--- config.mk ---
export PLATFORM = sky130hd
export DESIGN_NAME = amx_front
export DESIGN_NICKNAME = d
export VERILOG_FILES = /design/src/sv/amx_pkg.sv /design/src/sv/amx_front.sv
export SDC_FILE = /design/constraint.sdc
export NUM_CORES = 1
export LEC_CHECK = 0
export ABC_AREA = 1
export BUFFER_PORTS_ARGS = -buffer_cell sky130_fd_sc_hd__buf_2
export CORE_AREA = 4 4 298 300
export CTS_CLUSTER_SIZE = 12
export DETAILED_ROUTE_END_ITERATION = 12
export DIE_AREA = 0 0 302 304
export PLACE_DENSITY = 0.6
export SYNTH_ARGS = -nofsm -noshare
export SYNTH_HDL_FRONTEND = slang
export SYNTH_SLANG_ARGS = --single-unit
--- constraint.sdc ---
create_clock -name clk_i -period 18.7 [get_ports clk_i]
set_clock_uncertainty 0.15 [all_clocks]
set_input_delay 1.87 -clock clk_i [delete_from_list [all_inputs] [get_ports clk_i]]
set_output_delay 1.87 -clock clk_i [all_outputs]
set_load 0.05 [all_outputs]
--- src/sv/amx_pkg.sv ---
// Shared types and widths for the affine 3x4 matrix inverse core.
// Used by the interfaces, the intake queue, the sequencer and the divider.
package amx_pkg;

  localparam int FRAC_BITS_DEF = 16;
  localparam int ELEM_W        = 32;
  localparam int NUM_ELEMS     = 12;
  localparam int QUEUE_DEPTH   = 2;
  localparam int MUL_W         = 33;              // signed multiplier operand
  localparam int PROD_W        = 2 * MUL_W;       // multiplier product
  localparam int ADJ_W         = 64;              // adjugate entry, exact
  localparam int DET_W         = 98;              // determinant, exact
  localparam int ACC_W         = 66;              // translation dot product
  localparam int NUM_W         = 128;             // rounded dividend
  localparam int DEN_W         = 98;              // doubled divisor
  localparam int QUO_W         = 32;              // quotient bits
  localparam int NUM_ADJ       = 9;

  localparam logic [ELEM_W-1:0] ELEM_MAX = {1'b0, {(ELEM_W-1){1'b1}}};
  localparam logic [ELEM_W-1:0] ELEM_MIN = {1'b1, {(ELEM_W-1){1'b0}}};

  typedef logic [NUM_ELEMS-1:0][ELEM_W-1:0] mat_t;

  // queue head as seen by the back end
  typedef struct packed {
    logic valid;
    mat_t mat;
  } queue_t;

  // one result row
  typedef struct packed {
    logic [1:0]        row_index;
    logic [ELEM_W-1:0] col0;
    logic [ELEM_W-1:0] col1;
    logic [ELEM_W-1:0] col2;
    logic [ELEM_W-1:0] col3;
    logic              singular;
    logic              last_row;
  } row_t;

endpackage

--- src/sv/amx_front.sv ---
// Intake side: accepts matrix items into a two-entry queue.
// Depends on amx_pkg for mat_t and queue_t.
module amx_front (
  input  logic           clk_i,
  input  logic           rst_ni,
  input  logic           in_valid_i,
  output logic           in_ready_o,
  input  amx_pkg::mat_t  in_mat_i,
  output amx_pkg::queue_t deq_o,
  input  logic           deq_ready_i
);
  import amx_pkg::*;

  localparam int PTR_W = $clog2(QUEUE_DEPTH);
  localparam int CNT_W = $clog2(QUEUE_DEPTH + 1);

  mat_t             mem_q [QUEUE_DEPTH];
  logic [PTR_W-1:0] wr_ptr_q, rd_ptr_q;
  logic [CNT_W-1:0] count_q;
  logic             push, pop;

  assign in_ready_o = (count_q != CNT_W'(QUEUE_DEPTH));
  assign push       = in_valid_i && in_ready_o;
  assign deq_o.valid = (count_q != '0);
  assign deq_o.mat   = mem_q[rd_ptr_q];
  assign pop        = deq_o.valid && deq_ready_i;

  // advance pointers and fill count
  always_ff @(posedge clk_i or negedge rst_ni) begin
    if (!rst_ni) begin
      wr_ptr_q <= '0;
      rd_ptr_q <= '0;
      count_q  <= '0;
    end else begin
      if (push) wr_ptr_q <= wr_ptr_q + 1'b1;
      if (pop)  rd_ptr_q <= rd_ptr_q + 1'b1;
      if (push && !pop)      count_q <= count_q + 1'b1;
      else if (pop && !push) count_q <= count_q - 1'b1;
    end
  end

  // store the item
  always_ff @(posedge clk_i) begin
    if (push) mem_q[wr_ptr_q] <= in_mat_i;
  end

endmodule

* After elaboration in Yosys (flattened, before gate mapping)
Memory sizes are Yosys's and may differ from the RTL's.
Cells that the tools add are included.
** Cells by class
- Add/sub/neg operators :: 4
- Equal/unequal tests :: 1
- Muxes and demuxes :: 4
- Reductions and logical operators :: 8
** Operators by type and width (count)
- 1-bit logical AND :: 4
- 2-bit two-way mux :: 2
- 2-bit nonzero test :: 2
- 1-bit adder, second input constant :: 2
- 2-bit by 1-bit adder with 2-bit output, second input constant :: 1
- 1-bit logical NOT :: 2
- 1-bit two-way mux :: 2
- 2-bit != test, second input constant :: 1
- 2-bit by 1-bit subtractor with 2-bit output, second input constant :: 1
** Word-level totals
- Register bits after elaboration :: 4
- Bits in writable memories :: 768
- Logic and storage cells :: 21
- Memories kept :: 1
** Memory list
- mem_q :: words 2, width 384, read ports 1, clocked after memory_dff 0, write ports 1, RTL line amx_front.sv:17 : mat_t mem_q [QUEUE_DEPTH];

* Depth between registers and ports, before layout
- Depth in word-level cells :: 6
- Depth in mapped cells :: 10
- Gate-level depth less buffers :: 10

* Worst setup path before layout
Ideal clock, no wire load.
- Kind :: input to register
- From :: input in_valid_i
- To :: memory mem_q[0][0] (netlist bit) (enable)
- Arrival :: 17.905 ns
- Required time :: 17.409 ns
- Slack :: -0.496 ns
- Stages :: 2
- Path through :: nand2_1 -> nor2_1
** On the way
- Word-level cells in the longest chain between the ends :: 3
** Ends and longest elaborated chain
- start: declaration :: RTL line amx_front.sv:6 : input logic in_valid_i,
- 1-bit logical AND :: RTL line amx_front.sv:23 : assign push = in_valid_i && in_ready_o;
- 1-bit two-way mux :: RTL line amx_front.sv:44 : if (push) mem_q[wr_ptr_q] <= in_mat_i;
- 1-bit two-way mux (not written as such) :: RTL line amx_front.sv:44
- end: declaration :: RTL line amx_front.sv:17
No other way between the ends.

==> reports/metrics.cfg <==
[status]
status=finished clean

[sta]
rsz0062_at_grt=no
fin_crit_sh_pct=33.7
fmax_mhz=159
drv_slew=0
hold_viol=0
worst_pin_slew_ns=1.17
setup-violations-final=0
slew_headroom_pct=21.9
finalSetupTns_ns=0
period_needed_ns=6.31

[final_layout]
finalNetCount=3212
most-common-layout-cells=1162 x nand2_1, 773 x buf_2, 768 x edfxtp_1
final_common_cell=nand2_1
nFillCells=8151
area_growth_pct=25.7
drive_above_1_share_pct=31.1

[setup_path]
path_class=reg -> out
startpoint_type=register
slowest_delay_ns=0.87
cp.required_ns=16.68
r2r_cells=7
crit_chain=clkinv_8 -> buf_4 -> buf_4 -> nand2_1 -> nand2_1 -> buf_2
path_buf_inv=4
critPathMaxFanout=143
critical-path-slowest-cell=buf_4
crit_family=buffers and inverters
worstPathArrival_ns=4.29
end_kind=primary output
timing.critical_path.depth=6

[global_routing]
grt-ovfl-total=0
grt_usage_pct=14.9
grt_pass1_wl_um=104000
antenna_found_initial=28
grt_pass1_vias=17221
grt_max_degree=171

[placement]
hpwlAfterDp_um=49100
place_congestion=0.837
portBuffers=773

[drt]
avgViaCountPerCell=4.30
vias=17436
dr.pass1.iters=5
drc_errors=0
wl_per_cell_um=17.7
wl_um=71700
ant_nets=0
dr.first_iter.drc_count=1256

[power]
peakVddDrop_v=0.000173
power_density_mw_per_mm2=198
power.total_mw=7.05
leakagePower_nw=15.0

[synth]
yosysWarnings=0
yosysTopAreaCell=edfxtp_1
ys_seq_area_share_pct=81.9
synth-seq-cells=772
avgSynthCellArea_um2=13.9
netlist_area_mm2=0.0283
synth_cell_type_count=14
synth_top_area_share_pct=81.5
syn_inst=2034
synth_area_leaders=edfxtp_1 82%, nand2_1 15%, buf_6 1.4%, buf_2 0.64%, buf_4 0.37%
syn_nets=2423

[hold_path]
whs_path_depth=1
hold_path.class=reg -> reg

[clock_network]
cts_setup_buffers=0
clockRootBuffer=clkbuf_16
cts_buffers=81
hold_buffers=0
cts_tree=done
clk_path_buf_depth=3
ctsHtreeMaxLevel=3
tritoncts_num_sinks=772
worstSkewPairLatency_ns=0.61
path_clk_slew_ns=0.06
ctsResizeCount=0

[floorplan]
die_area_mm2=0.0918
core_mm2=0.0862
die_h_um=304
die_x_um=302
num_io_pins=774
start_util_pct=32.8
rows=108

[flow_run]
drv_cap=0

-- logic make-up (layout without fill, tap and decap cells) --
logic type	after synthesis	in the layout	synth area share [%]
AND/OR/NAND/NOR	1167	1167	15.5
XOR/XNOR	2	2	0.0619
other	0	26	0
adder cells (fa/ha/maj)	1	1	0.0442
buffers and inverters	92	933	2.50
flip-flops	772	772	81.9
-- synthesized netlist by cell type, drive strengths merged --
cell    number
inv          7
nand3        2
ha           1
nor2         2
xor2         1
nand4        1
dfrtp        4
nand2     1162
buf         85
xnor2        1
edfxtp     768
-- final timing paths --
kind                            startpoint       endpoint  slack [ns]
worst max register to register  count_q[0]  mem_q[1][177]       13.93
min in group asynchronous           rst_ni       wr_ptr_q        0.91
worst min register to register  count_q[0]     count_q[0]        0.35
worst max-delay path              rd_ptr_q     deq_o[209]       12.39
max in group asynchronous           rst_ni       rd_ptr_q       17.33
worst min-delay path            count_q[0]     count_q[0]        0.35
-- metal layers --
| metal | global-route usage, % | up-vias | part of all wire [%] |
|---|---|---|---|
| met5 | 0 | - | 0.075 |
| met4 | 6.53 | 8 | 3.4 |
| met3 | 5.56 | 139 | 9.6 |
| met2 | 26.4 | 637 | 52 |
| met1 | 15.8 | 8154 | 35 |
| li1 | - | 8498 | - |
-- registers in the layout (all words and copies together) (netlist names) --
register	cells
wr_ptr_q	1
rd_ptr_q	1
count_q	2
mem_q	768
-- power by group --
part / switching, mW / internal [mW] / total, mW
clock: 0.637 / 0.821 / 1.46
sequential: 0.111 / 2.37 / 2.48
combinational: 2.58 / 0.540 / 3.12
total: 3.32 / 3.73 / 7.05
-- through the flow --
step                      instances  setup WS (ns)  utilization [%]  hold WS [ns]  cell area (um^2)
after floorplan                2034         -0.496                -         0.312             28300
after detailed placement       3895          12.52             38.4         0.340             33100
after global placement         3895          12.57             38.4         0.340             33100
final                          4056          12.39             41.2         0.350             35600
after CTS                      4030          12.23             41.2         0.352             35500
after global routing           4049          12.01             41.2         0.365             35500
-- cell type report --
| class | instances | area [um^2] | area share (%) |
|---|---|---|---|
| Tap cell | 1155 | 1450 | 4.06 |
| Timing Repair Buffer | 791 | 4020 | 11.3 |
| Multi-Input combinational cell | 1170 | 4430 | 12.5 |
| Sequential cell | 772 | 23200 | 65.1 |
| Antenna cell | 26 | 65.1 | 0.183 |
| Clock inverter | 34 | 275 | 0.774 |
| Inverter | 7 | 38.8 | 0.109 |
| Clock buffer | 101 | 2120 | 5.97 |
No activity file was read; power rests on OpenSTA's default activity.
